## src/hw/rtl/dnsq_pkg.sv

```systemverilog
// Shared types and constants for the DNS query-name label parser.
// No dependencies; imported by every module of the block.
package dnsq_pkg;

    localparam int unsigned POS_W  = 12;
    localparam int unsigned CHAR_W = 12;

    localparam logic [POS_W-1:0]  HDR_BYTES         = 12'd12;
    localparam logic [POS_W-1:0]  POS_MAX           = 12'd4095;
    localparam logic [POS_W-1:0]  MAX_PAYLOAD_BYTES = 12'd2048;
    localparam logic [CHAR_W-1:0] MAX_CHARS_RESET   = 12'd1023;
    localparam logic [7:0]        PTR_MASK          = 8'hC0;
    localparam logic [7:0]        DOT_CHAR          = 8'h2E;

    typedef enum logic [1:0] {
        PH_HEADER = 2'd0,
        PH_LENGTH = 2'd1,
        PH_LABEL  = 2'd2,
        PH_STOP   = 2'd3
    } t_phase;

    typedef enum logic [1:0] {
        ST_OK        = 2'd0,
        ST_MALFORMED = 2'd1,
        ST_EMPTY     = 2'd2
    } t_status;

    typedef struct packed {
        logic [7:0] data_byte;
        logic       byte_valid;
        logic       last_byte;
    } t_item;

    typedef struct packed {
        logic [7:0] name_char;
        logic       char_valid;
        logic       done_res;
        t_status    status;
    } t_res;

endpackage

```

## src/hw/rtl/dnsq_in_stage.sv

```systemverilog
// Input register of the parser: captures one word from the slave side.
// Depends on dnsq_pkg.
module dnsq_in_stage (
    input  logic           i_clk,
    input  logic           i_rst_n,
    input  logic           i_valid,
    output logic           o_ready,
    input  dnsq_pkg::t_item i_item,
    input  logic           i_take,
    output logic           o_valid,
    output dnsq_pkg::t_item o_item
);
    import dnsq_pkg::*;

    logic  r_vld;
    t_item r_item;

    // accept when empty or when the held word leaves this cycle
    assign o_ready = !r_vld || i_take;
    assign o_valid = r_vld;
    assign o_item  = r_item;

    always_ff @(posedge i_clk) begin
        if (!i_rst_n) begin
            r_vld <= 1'b0;
        end else if (o_ready) begin
            r_vld <= i_valid;
        end
    end

    always_ff @(posedge i_clk) begin
        if (o_ready && i_valid) begin
            r_item <= i_item;
        end
    end

endmodule

```

## src/hw/rtl/dnsq_core.sv

```systemverilog
// Parse state and per-word next-state logic for the query-name decoder.
// Depends on dnsq_pkg.
module dnsq_core #(
    parameter logic [dnsq_pkg::POS_W-1:0] MAX_PAYLOAD = dnsq_pkg::MAX_PAYLOAD_BYTES
) (
    input  logic                        i_clk,
    input  logic                        i_rst_n,
    input  logic                        i_cfg_we,
    input  logic [dnsq_pkg::CHAR_W-1:0] i_cfg_wdata,
    input  logic                        i_valid,
    input  dnsq_pkg::t_item             i_item,
    input  logic                        i_room,
    output logic                        o_take,
    output logic                        o_res_valid,
    output dnsq_pkg::t_res              o_res
);
    import dnsq_pkg::*;

    logic [CHAR_W-1:0] r_max_chars;
    logic [POS_W-1:0]  r_pos,   n_pos;
    t_phase            r_phase, n_phase;
    logic [7:0]        r_rem,   n_rem;
    logic [CHAR_W-1:0] r_chars, n_chars;
    logic              r_seen,  n_seen;

    logic       emit;
    logic [7:0] ch;
    logic       in_range;
    logic [7:0] rem_dec;

    assign in_range = (r_pos >= HDR_BYTES) && (r_pos < MAX_PAYLOAD);
    assign rem_dec  = r_rem - 8'd1;

    always_comb begin
        n_pos   = r_pos;
        n_phase = r_phase;
        n_rem   = r_rem;
        n_chars = r_chars;
        n_seen  = r_seen;
        emit    = 1'b0;
        ch      = 8'd0;

        if (i_item.byte_valid) begin
            if (r_pos != POS_MAX) begin
                n_pos = r_pos + 12'd1;
            end
            if (in_range) begin
                case (r_phase)
                    PH_HEADER, PH_LENGTH: begin
                        if ((r_chars >= r_max_chars) || (i_item.data_byte == 8'd0)) begin
                            n_phase = PH_STOP;
                        end else begin
                            if (r_seen) begin
                                emit    = 1'b1;
                                ch      = DOT_CHAR;
                                n_chars = r_chars + 12'd1;
                            end
                            n_seen = 1'b1;
                            if ((i_item.data_byte & PTR_MASK) == PTR_MASK) begin
                                n_phase = PH_STOP;
                            end else begin
                                n_rem   = i_item.data_byte;
                                n_phase = PH_LABEL;
                            end
                        end
                    end
                    PH_LABEL: begin
                        emit    = 1'b1;
                        ch      = i_item.data_byte;
                        n_chars = r_chars + 12'd1;
                        n_rem   = rem_dec;
                        if (rem_dec == 8'd0) begin
                            n_phase = PH_LENGTH;
                        end
                    end
                    default: begin
                        n_phase = r_phase;
                    end
                endcase
                // stop once the character budget is spent
                if ((n_phase != PH_STOP) && (n_chars >= r_max_chars)) begin
                    n_phase = PH_STOP;
                end
            end
        end

        o_res.name_char  = ch;
        o_res.char_valid = emit;
        o_res.done_res   = i_item.last_byte;
        o_res.status     = ST_OK;
        if (i_item.last_byte) begin
            if (n_pos <= HDR_BYTES) begin
                o_res.status = ST_MALFORMED;
            end else if (n_chars == '0) begin
                o_res.status = ST_EMPTY;
            end
        end
    end

    assign o_res_valid = i_valid && (emit || i_item.last_byte);
    // a word with no result never waits for the output side
    assign o_take      = i_valid && (i_room || !(emit || i_item.last_byte));

    always_ff @(posedge i_clk) begin
        if (!i_rst_n) begin
            r_max_chars <= MAX_CHARS_RESET;
        end else if (i_cfg_we) begin
            r_max_chars <= i_cfg_wdata;
        end
    end

    always_ff @(posedge i_clk) begin
        if (!i_rst_n) begin
            r_pos   <= '0;
            r_phase <= PH_HEADER;
            r_rem   <= '0;
            r_chars <= '0;
            r_seen  <= 1'b0;
        end else if (o_take) begin
            if (i_item.last_byte) begin
                r_pos   <= '0;
                r_phase <= PH_HEADER;
                r_rem   <= '0;
                r_chars <= '0;
                r_seen  <= 1'b0;
            end else begin
                r_pos   <= n_pos;
                r_phase <= n_phase;
                r_rem   <= n_rem;
                r_chars <= n_chars;
                r_seen  <= n_seen;
            end
        end
    end

endmodule

```

## src/hw/rtl/dnsq_out_stage.sv

```systemverilog
// Result register on the master side; holds a word while the sink stalls.
// Depends on dnsq_pkg.
module dnsq_out_stage (
    input  logic           i_clk,
    input  logic           i_rst_n,
    input  logic           i_load,
    input  dnsq_pkg::t_res i_res,
    output logic           o_room,
    output logic           o_valid,
    input  logic           i_ready,
    output dnsq_pkg::t_res o_res
);
    import dnsq_pkg::*;

    logic r_vld;
    t_res r_res;

    assign o_room  = !r_vld || i_ready;
    assign o_valid = r_vld;
    assign o_res   = r_res;

    always_ff @(posedge i_clk) begin
        if (!i_rst_n) begin
            r_vld <= 1'b0;
        end else if (o_room) begin
            r_vld <= i_load;
        end
    end

    always_ff @(posedge i_clk) begin
        if (o_room && i_load) begin
            r_res <= i_res;
        end
    end

endmodule

```

## src/hw/rtl/dns_qname_label_parser.sv

```systemverilog
// DNS query-name label parser, top level.
// Slave stream: one payload byte per word; tuser = byte present flag, tlast = last
// word of the packet (an empty packet is a single word with tuser low).
// The first 12 bytes are skipped, then the first query name is decoded: each label's
// characters go out one per word, with a dot before every label after the first.
// Decoding stops at a zero length, a compression pointer or when max_chars
// characters are out; further bytes are counted until tlast.
// Master stream: tdata = character, tuser[0] = character present, tuser[2:1] = status
// (ok, malformed, empty name) on the tlast word; tlast marks the packet's final
// result, and a character of the last byte rides in that same word.
// Words that produce nothing are absorbed without output.
// Accepted words pass the input register, then the result register. Throughput: one word
// per cycle when not stalled; the only loop is the parse state update. Stalls: while
// m_axis_tready is low the result is held and the input register fills; s_axis_tready then
// drops. Reset (synchronous, i_rst_n low) clears both stages, the parse state and sets
// max_chars to 1023. i_cfg_we writes max_chars; the user must write it only when idle (not enforced).
// Depends on dnsq_pkg, dnsq_in_stage, dnsq_core and dnsq_out_stage.
module dns_qname_label_parser #(
    parameter logic [dnsq_pkg::POS_W-1:0] MAX_PAYLOAD = dnsq_pkg::MAX_PAYLOAD_BYTES
) (
    input  logic                        i_clk,
    input  logic                        i_rst_n,
    input  logic                        i_cfg_we,
    input  logic [dnsq_pkg::CHAR_W-1:0] i_cfg_wdata,   // max_chars
    input  logic                        s_axis_tvalid,
    output logic                        s_axis_tready,
    input  logic [7:0]                  s_axis_tdata,  // [7:0] data_byte
    input  logic                        s_axis_tuser,  // [0] byte_valid
    input  logic                        s_axis_tlast,  // last_byte
    output logic                        m_axis_tvalid,
    input  logic                        m_axis_tready,
    output logic [7:0]                  m_axis_tdata,  // [7:0] name_char
    output logic [2:0]                  m_axis_tuser,  // [0] char_valid, [2:1] status
    output logic                        m_axis_tlast   // done_res
);
    import dnsq_pkg::*;

    t_item in_item, stg_item;
    t_res  core_res, out_res;
    logic  stg_valid, take, room, res_valid;

    assign in_item.data_byte  = s_axis_tdata;
    assign in_item.byte_valid = s_axis_tuser;
    assign in_item.last_byte  = s_axis_tlast;

    dnsq_in_stage u_in (
        .i_clk   (i_clk),
        .i_rst_n (i_rst_n),
        .i_valid (s_axis_tvalid),
        .o_ready (s_axis_tready),
        .i_item  (in_item),
        .i_take  (take),
        .o_valid (stg_valid),
        .o_item  (stg_item)
    );

    dnsq_core #(
        .MAX_PAYLOAD (MAX_PAYLOAD)
    ) u_core (
        .i_clk       (i_clk),
        .i_rst_n     (i_rst_n),
        .i_cfg_we    (i_cfg_we),
        .i_cfg_wdata (i_cfg_wdata),
        .i_valid     (stg_valid),
        .i_item      (stg_item),
        .i_room      (room),
        .o_take      (take),
        .o_res_valid (res_valid),
        .o_res       (core_res)
    );

    dnsq_out_stage u_out (
        .i_clk   (i_clk),
        .i_rst_n (i_rst_n),
        .i_load  (res_valid),
        .i_res   (core_res),
        .o_room  (room),
        .o_valid (m_axis_tvalid),
        .i_ready (m_axis_tready),
        .o_res   (out_res)
    );

    assign m_axis_tdata = out_res.name_char;
    assign m_axis_tuser = {out_res.status, out_res.char_valid};
    assign m_axis_tlast = out_res.done_res;

endmodule

```

## config.mk

```make
export PLATFORM = sky130hd
export DESIGN_NAME = dns_qname_label_parser
export DESIGN_NICKNAME = d
export VERILOG_FILES = /design/src/hw/rtl/dnsq_pkg.sv /design/src/hw/rtl/dnsq_in_stage.sv /design/src/hw/rtl/dnsq_core.sv /design/src/hw/rtl/dnsq_out_stage.sv /design/src/hw/rtl/dns_qname_label_parser.sv
export SDC_FILE = /design/constraint.sdc
export NUM_CORES = 1
export LEC_CHECK = 0
export ABC_AREA = 1
export BUFFER_PORTS_ARGS = -buffer_cell sky130_fd_sc_hd__buf_4
export CAP_MARGIN = 20
export CELL_PAD_IN_SITES_DETAIL_PLACEMENT = 1
export CELL_PAD_IN_SITES_GLOBAL_PLACEMENT = 1
export CORE_MARGIN = 2
export CORE_UTILIZATION = 30
export DETAILED_ROUTE_END_ITERATION = 8
export PLACE_DENSITY = 0.57
export SETUP_SLACK_MARGIN = 0.3
export SLEW_MARGIN = 25
export SYNTH_ARGS = -nofsm -noshare
export SYNTH_HDL_FRONTEND = slang
export SYNTH_SLANG_ARGS = --single-unit
```

## constraint.sdc

```tcl
create_clock -name i_clk -period 8.1 [get_ports i_clk]
set_input_delay 0.405 -clock i_clk [delete_from_list [all_inputs] [get_ports i_clk]]
set_output_delay 0.405 -clock i_clk [all_outputs]
set_load 0.01 [all_outputs]
```

Word-level counts from Yosys, hierarchy flattened
Cells that the tools add are included.
- latch bits: 0
- flip-flop bits (word level): 71
- input bits: 27
- memories kept: 0
- RAM bits: 0
- bits in read-only memories: 0
- eq/ne operators: 8
- $lt $le $gt $ge: 5
- shift-type cells: 0
- $mul: 0
- div/mod/pow operators: 0
- bitwise operators: 1
- add/sub/neg operators: 3
- reductions and logical operators: 28
- mux-type cells: 42
- operators by type and width (operator ; count):
    $mux 12 ; 10
    $mux 8 ; 6
    $pmux 8 s2 ; 2
    $add 12x1->12 const B ; 2
    $ge 12x12->1 ; 2
    $pmux 12 s2 ; 1
    $mux 2 ; 9
    $logic_not 8->1 ; 2
    $ge 12x4->1 const B ; 1
    $le 12x4->1 const B ; 1
    $logic_not 12->1 ; 1
    $lt 12x12->1 const B ; 1
    $ne 12x12->1 const B ; 1
    $mux 1 ; 11
    $sub 8x1->8 const B ; 1
    $logic_and 1x1->1 ; 6
    $mux 6 ; 1
    $ne 3x3->1 const B ; 2
    $reduce_and 6->1 ; 1
    $reduce_bool 2->1 ; 3
    $logic_or 1x1->1 ; 5
    $reduce_and 5->1 ; 1
    $eq 2x2->1 const B ; 2
    $ne 2x2->1 const B ; 2
    other kinds (10) ; 13

Longest topological paths before layout
Gate-level depths: netlist of run 1.
- depth in word-level cells: 12
- mapped depth: 24
- mapped depth without buffers: 23

Cells and area by module
From an unflattened synthesis of run 1, not the netlist that was laid out.
- cell total of the unflattened synthesis: 675
- area, all modules: 4680.7 um^2
- modules (own cells, without submodules) (module ; cells each ; times used ; area each (um^2)):
    dnsq_core ; 639 ; 1 ; 3917.5
    dnsq_out_stage ; 19 ; 1 ; 411.6
    dnsq_in_stage ; 17 ; 1 ; 351.6

Worst setup path after synthesis of run 1
No wires, ideal clock.
- path type: reg2reg
- start: register u_core.r_chars[0]
- end: register u_core.r_phase[0]
- stages on the path, launching flop included: 22
- data arrival time: 2799 ps
- clock period less this slack: 2933 ps
- path buffers: 1
- setup slack: 5167 ps
- cell sequence: dfxtp_1 > inv_1 > ha_1 > nand2_1 > nand3b_1 > nand2_1 > nand2_1 > nand2_1 > nand3_2 > nand2_2 > buf_2 > nand2_1 > o21ai_0 > inv_1 > ha_1 > a21oi_1 > o21ai_0 > nand3_1 > nand4_1 > or2_2 > nand4_1 > a21oi_1
- word-level cells in the longest chain between the ends: 12
- elaborated cells between the ends (all ways): 28
- classes of those cells: add/sub: 1; order compare: 2; eq/ne: 1; mux: 17; reduce/logical: 7
- ends and longest elaborated chain (item ; line ; RTL):
    start: declaration ; dnsq_core.sv:23 ; logic [CHAR_W-1:0] r_chars, n_chars;
    start signal: assignment ; dnsq_core.sv:130 ; r_chars <= n_chars;
    $add 12x1->12 or $ge 12x12->1 (tied branches) ; dnsq_core.sv:56, dnsq_core.sv:70, dnsq_core.sv:50 ;
    $mux 12 or $logic_or 1x1->1 (tied branches) ; dnsq_core.sv:53, dnsq_core.sv:50 ;
    $mux 12 or $mux 2 (tied branches) ; dnsq_core.sv:50 ; if ((r_chars >= r_max_chars) || (i_item.data_byte == 8'd0)) begin
    $pmux 12 s2 or $pmux 2 s2 (tied branches) ; dnsq_core.sv:48 ; case (r_phase)
    $mux 12 or $mux 2 (tied branches) ; dnsq_core.sv:47 ; if (in_range) begin
    $mux 12 or $mux 2 (tied branches) ; dnsq_core.sv:43 ; if (i_item.byte_valid) begin
    $ge 12x12->1 or $ne 2x2->1 (tied branches) ; dnsq_core.sv:81 ; if ((n_phase != PH_STOP) && (n_chars >= r_max_chars)) begin
    $logic_and 1x1->1 ; dnsq_core.sv:81 ;
    $mux 2 ; dnsq_core.sv:81 ;
    $mux 2 ; dnsq_core.sv:47 ;
    $mux 2 ; dnsq_core.sv:43 ;
    $mux 2 ; dnsq_core.sv:120 ; if (i_item.last_byte) begin
    end signal: assignment ; dnsq_core.sv:128 ; r_phase <= n_phase;
    end: declaration ; dnsq_core.sv:21 ; t_phase r_phase, n_phase;
Parallel ways exist; a longest one is shown, timed or not. The select of a mux whose other input is x is not followed.
A chain may end at the register's enable or synchronous reset.

Final worst setup path of run 1
Same ends and word-level chain as after synthesis.

==> results.json, run 1 <==
{
  "clkLatencyLatePin_ps": 340,
  "core_um2": 15100,
  "die-height_um": 128,
  "antenna_found_initial": 0,
  "crit_path_cell_trace": "inv_1 > ha_1 > nand2_1 > nand3b_1 > nand2_1 > nand2_1 > nand2_1 > nand3_2 > nand2_2 > nand2_1 > inv_1 > o21ai_0 > o21ai_0 > inv_1 > ha_1 > nand2_1 > o21ai_0 > nand3_1 > nand4_1 > or2_2 > nand4_1 > a21oi_1",
  "drv_cap": 0,
  "max_slew.worst_pin.slew_ps": 844,
  "cts.reportedPaths.clkPinSlew_ps": 60,
  "crit_slowest_cell": "dfxtp_1",
  "drt-pass1-iter-count": 4,
  "portBuffers": 40,
  "p_per_area_nw_per_um2": 165,
  "power.share.switching_pct": 26.2,
  "final_nets": 750,
  "worst_ep_required_time_ps": 8310,
  "clockBufferDepth": 2,
  "endpoint_kind": "register",
  "hold_class": "in2reg",
  "slew_violations": 0,
  "finalSetupViolations": 0,
  "initial_core_util_pct": 30.5,
  "grtUsageTotal_pct": 18.4,
  "io_pins": 41,
  "ir_worst_vdd_v": 0.0000934,
  "place_hpwl_um": 10600,
  "cp.arrival_ps": 3860,
  "drt-vias-per-instance": 4.98,
  "synth_top_area_cell": "dfxtp_1",
  "clkSinkCount": 71,
  "finalWeightedCongestion": 0.806,
  "core.rowCount": 45,
  "final.setup.tns_ps": 0,
  "switchingPower_mw": 0.231,
  "synth_seq_cells": 71,
  "drt-wirelength-per-cell_um": 16.0,
  "cts_hold_buffers": 0,
  "ant_nets": 0,
  "die_width_um": 128,
  "synth_area_leaders": "dfxtp_1 (21%), nand2_1 (15%), edfxtp_1 (14%), ha_1 (7.8%), inv_1 (6.5%)",
  "dr_total_vias": 4419,
  "maxSlewHeadroom_pct": 43.6,
  "p_leak_nw": 2.40,
  "avgSynthCellArea_um2": 6.99,
  "drc": 0,
  "fin_hold_ws_ps": 236,
  "overflow": 0,
  "cp_max_fo": 22,
  "seqPwrFrac_pct": 44.0,
  "crit_type": "reg2reg",
  "pre_cts_ws_ps": 4470,
  "post-route-min-period_ps": 3650,
  "clkPwrFrac_pct": 45.1,
  "grt_pass1_vias": 4610,
  "area_growth_pct": 15.7,
  "fin_crit_sh_pct": 45.1,
  "htree_levels": 3,
  "p_comb_share_pct": 10.8,
  "final_cell_mix": "nand2_1 (183), inv_1 (79), nor2_1 (65)",
  "synthDistinctLibCells": 36,
  "cts_root_buf": "clkbuf_16",
  "yosysTopAreaCellShare_pct": 21.2,
  "first_iter_violations": 158,
  "cts.repair.resized": 0,
  "power_mw": 0.881,
  "syn-num-nets": 718,
  "syn_area_um2": 4630,
  "cp-start-kind": "register",
  "internal_power_mw": 0.650,
  "dpl-instance-area_um2": 5060,
  "dieArea_um2": 16400,
  "synth.yosys.seq_area_share_pct": 35.5,
  "hold_violations": 0,
  "max_stage_delay_ps": 430,
  "grt_max_degree": 32,
  "numCtsBuffers": 9,
  "antenna_cells": 0,
  "stdcell_area_um2": 5350,
  "yosysWarnings": 0,
  "detail_route.wirelength_um": 14100,
  "critPathMostFrequentCell": "nand2_1",
  "finClkSkew_ps": 9.74,
  "synthCells": 662,
  "grt_pass1_wl_um": 23400,
  "clock.fmax_ghz": 0.274,
  "worst_slack_ps": 4450,
  "final_layout_size_suffix_gt1_share_pct": 12.0,
  "cts_tree": "built",
  "final_common_cell": "nand2_1",
  "postCtsSetupBuffers": 0,
  "rsz0062_at_grt": "no",
  "outcome": "completed"
}
## flip-flops by register name, indices dropped and copies added, names as in the netlist
name	flops
u_core.r_chars	12
u_core.r_max_chars	12
u_core.r_phase	2
u_core.r_pos	12
u_core.r_rem	8
u_core.r_seen	1
u_in.o_item	10
u_in.o_valid	1
u_out.o_res	12
u_out.o_valid	1
## power groups by stage
stage,logic (mW),registers [mW],clock network (mW)
after global routing,0.109,0.389,0.426
after detailed placement,0.0970,0.396,0
after CTS,0.0975,0.388,0.409
after global placement,0.0954,0.396,0
after floorplan,0.0650,0.392,0
final,0.0954,0.388,0.398
## layer usage
layer | routed length, um | vias up | track usage, % | share of wire (%)
li1 | - | 2237 | - | -
met1 | 6990 | 2117 | 23.9 | 49
met2 | 6660 | 54 | 31.4 | 47
met3 | 331 | 11 | 2.63 | 2.3
met4 | 174 | 0 | 6.21 | 1.2
met5 | 0 | - | 0 | 0
## synthesized netlist by cell type
cell and n:
a211oi_1 3, a21oi_1 54, a21oi_2 2, a22oi_1 1
buf_2 4, buf_4 3, buf_6 3, clkbuf_1 12
dfxtp_1 49, edfxtp_1 22, ha_1 29, inv_1 80
inv_2 2, inv_6 1, nand2_1 183, nand2_2 4
nand2_4 2, nand2_8 1, nand3_1 50, nand3_2 6
nand3_4 1, nand3b_1 2, nand4_1 22, nor2_1 65
nor2_2 3, nor2_8 1, nor3_1 9, nor3_2 1
nor3_4 1, o211ai_1 2, o21a_1 3, o21ai_0 29
o21ai_1 1, o21bai_1 1, or2_2 2, xor2_1 8
## logic make-up after synthesis
logic type / count (synthesis) / share of synthesized area (%)
AO/OA/AOI/OAI: 96 / 11.1
XOR/XNOR: 8 / 1.51
buffers and inverters: 105 / 9.46
adder cells (fa/ha/maj): 29 / 7.84
AND/OR/NAND/NOR: 353 / 34.6
flip-flops: 71 / 35.5
## stage by stage
| step | util, % | std cells |
|---|---|---|
| detailed placement | 33.4 | 871 |
| finish | 35.3 | 887 |
| floorplan | - | 662 |
| global placement | 33.4 | 871 |
| global route | 35.3 | 887 |
| CTS | 35.3 | 887 |
## area by class of cell
class / instances / area (um^2)
Timing Repair Buffer: 43 / 323
Sequential cell: 71 / 1640
Fill cell: 1904 / 9790
Multi-Input combinational cell: 486 / 2550
Inverter: 83 / 317
Tap cell: 188 / 235
Clock inverter: 6 / 60.1
Clock buffer: 10 / 229
## worst max-delay path, delay by kind of cell, from the launching register on
family                     cells  cell delay (ps)
buffers and inverters          3              320
and+or+nand+nor               13             1790
DFF                            1              430
adders and majority gates      2              560
AOI/OAI and AO/OA              4              410
## final timing paths
check	from	slack, ps	endpoint	cells after the start
setup / recovery	u_core.r_chars[0]	4450	u_core.r_phase[0]	22
hold / removal	s_axis_tdata[2]	240	u_in.o_item[4]	1
setup reg to reg	u_core.r_chars[0]	4450	u_core.r_phase[0]	22
hold reg to reg	u_core.r_rem[7]	490	u_core.r_rem[7]	2
No activity file was read; power rests on OpenSTA's default activity.
==> run 2: changes to the inputs <==
PLACE_DENSITY = 0.59   (was 0.57)
clock period = 3.2 ns   (was 8.1 ns; I/O delays follow)
==> run 2 against run 1 <==
Against the previous run:
- critical path type unchanged
- hold slack got worse by 210 ps
- global-route usage rose by 2.0 points
- sequential cell count did not move
==> results.json, run 2 (synthesis gave the netlist of run 1 again) <==
{
  "outcome": "completed",
  "seqPwrFrac_pct": 39.6,
  "clkLatencyLatePin_ps": 350,
  "clkSinkCount": 71,
  "detail_route.wirelength_um": 17000,
  "initial_core_util_pct": 30.5,
  "worst_ep_required_time_ps": 3410,
  "crit_type": "reg2reg",
  "reg2reg_from": "u_core.r_chars[2]",
  "slew_violations": 0,
  "ant_nets": 0,
  "fillers": 1811,
  "crit_path_cell_trace": "buf_4 > nand3_1 > nor3_2 > nand3_1 > nor3_1 > nand3_1 > nand2_1 > nand2_1 > ha_1 > nand2_1 > nor2_1 > a211oi_2 > nand4_1 > or2_4 > nand4_1 > a21oi_1",
  "cp-start-kind": "register",
  "worst-path-stages": 16,
  "switchingPower_mw": 0.622,
  "cts.reportedPaths.clkPinSlew_ps": 60,
  "p_comb_share_pct": 14.3,
  "antenna_cells": 0,
  "finClkSkew_ps": 6.02,
  "drt-wirelength-per-cell_um": 17.7,
  "clkPwrFrac_pct": 46.1,
  "fin_crit_sh_pct": 93.4,
  "path_buf_inv": 1,
  "finalWeightedCongestion": 0.887,
  "worstSetupEndpoint": "u_core.r_phase[0]",
  "drv_cap": 0,
  "grt_pass1_wl_um": 25900,
  "ir_worst_vdd_v": 0.000221,
  "drt-vias-per-instance": 4.98,
  "p_leak_nw": 2.82,
  "final_nets": 826,
  "hp-start": "i_cfg_wdata[4]",
  "reg2regPathDepth": 16,
  "first_iter_violations": 196,
  "max_stage_delay_ps": 380,
  "power.share.switching_pct": 25.2,
  "dr_total_vias": 4791,
  "dieArea_um2": 16400,
  "hold_class": "in2reg",
  "power_mw": 2.47,
  "final.setup.tns_ps": 0,
  "register_area_um2": 1660,
  "post-route-min-period_ps": 2990,
  "final_cell_mix": "nand2_1 (163), buf_4 (99), inv_1 (67)",
  "core.rowCount": 45,
  "die_width_um": 128,
  "r2r_slack_ps": 210,
  "cts_tree": "built",
  "grt_max_degree": 29,
  "place_hpwl_um": 11300,
  "final_common_cell": "nand2_1",
  "io_pins": 41,
  "cp.arrival_ps": 3200,
  "overflow": 0,
  "area_growth_pct": 41.5,
  "numCtsBuffers": 9,
  "htree_levels": 3,
  "core_um2": 15100,
  "cp-startpoint": "u_core.r_chars[2]",
  "crit_slowest_cell": "dfxtp_1",
  "crit_family": "simple AND/OR/NAND/NOR gates",
  "cts_root_buf": "clkbuf_16",
  "grt_pass1_vias": 5041,
  "p_per_area_nw_per_um2": 378,
  "rsz0062_at_grt": "yes",
  "final_layout_size_suffix_gt1_share_pct": 29.5,
  "cp_max_fo": 6,
  "drt-pass1-iter-count": 4,
  "clock.fmax_ghz": 0.334,
  "maxSlewHeadroom_pct": 70.0,
  "finalSetupViolations": 0,
  "antenna_found_initial": 0,
  "max_slew.worst_pin.slew_ps": 448,
  "endpoint_kind": "register",
  "hold_violations": 0,
  "grtUsageTotal_pct": 20.4,
  "internal_power_mw": 1.85,
  "multiInputGateArea_um2": 3020,
  "drc": 0,
  "portBuffers": 40,
  "r2r_end": "u_core.r_phase[0]",
  "clockBufferDepth": 2,
  "die-height_um": 128
}
run 2: power groups by stage:
| stage | logic [mW] | clock network [mW] | registers [mW] |
|---|---|---|---|
| floorplan | 0.165 | 0 | 0.993 |
| global placement | 0.263 | 0 | 0.996 |
| detailed placement | 0.271 | 0 | 0.997 |
| CTS | 0.317 | 1.16 | 0.977 |
| global route | 0.389 | 1.19 | 0.983 |
| finish | 0.354 | 1.14 | 0.979 |
run 2: layout make-up:
class	count	area share (%)
tap	188	3.59
inverter	83	5.08
clock buffer	13	4.13
timing repair buffer	115	14.6
sequential	71	25.4
clock inverter	3	0.975
multi-input combinational	489	46.1
timing repair inverter	1	0.115
run 2: worst min-delay path: stages:
cell,delay (ps)
buf_4,80
a21oi_1,50
o21ai_0,60
run 2: layer usage:
layer | track usage, % | vias up | part of all wire (%)
met5 | 0 | - | 0
li1 | - | 2388 | -
met2 | 36.9 | 72 | 52
met4 | 7.11 | 0 | 2.7
met3 | 3.80 | 27 | 2.6
met1 | 24.0 | 2304 | 43
run 2: repair_timing:
| action | CTS | global route |
|---|---|---|
| endpoints found under the setup margin | 2 | 45 |
| cloned | 2 | 3 |
| hold buffers | 10 | 0 |
| resized for setup | 55 | 61 |
| hold endpoints to repair | 10 | 0 |
| buffers inserted | 25 | 6 |
| pin swaps | 24 | 34 |
run 2: how the worst min path moves through the flow:
stage / slack (ps) / depth (start not counted) / to
final: 30 / 3 / u_core.r_max_chars[4]
after global routing: 40 / 3 / u_core.r_max_chars[4]
after CTS: 30 / 3 / u_core.r_max_chars[7]
after detailed placement: 340 / 1 / u_in.o_item[8]
after global placement: 340 / 1 / u_in.o_item[3]
after floorplan: 260 / 0 / u_in.o_item[0]
run 2: stage by stage:
stage | utilization [%] | setup WS, ps | hold WS [ps] | cell area (um^2) | instances
after global routing | 43.2 | 6.66 | 40.1 | 6550 | 963
final | 43.2 | 210 | 31.4 | 6550 | 963
after global placement | 34.9 | -1.13 | 338 | 5290 | 901
after detailed placement | 34.9 | -97.7 | 340 | 5290 | 901
after floorplan | - | 306 | 259 | 4630 | 662
after CTS | 40.7 | 201 | 27.7 | 6160 | 954
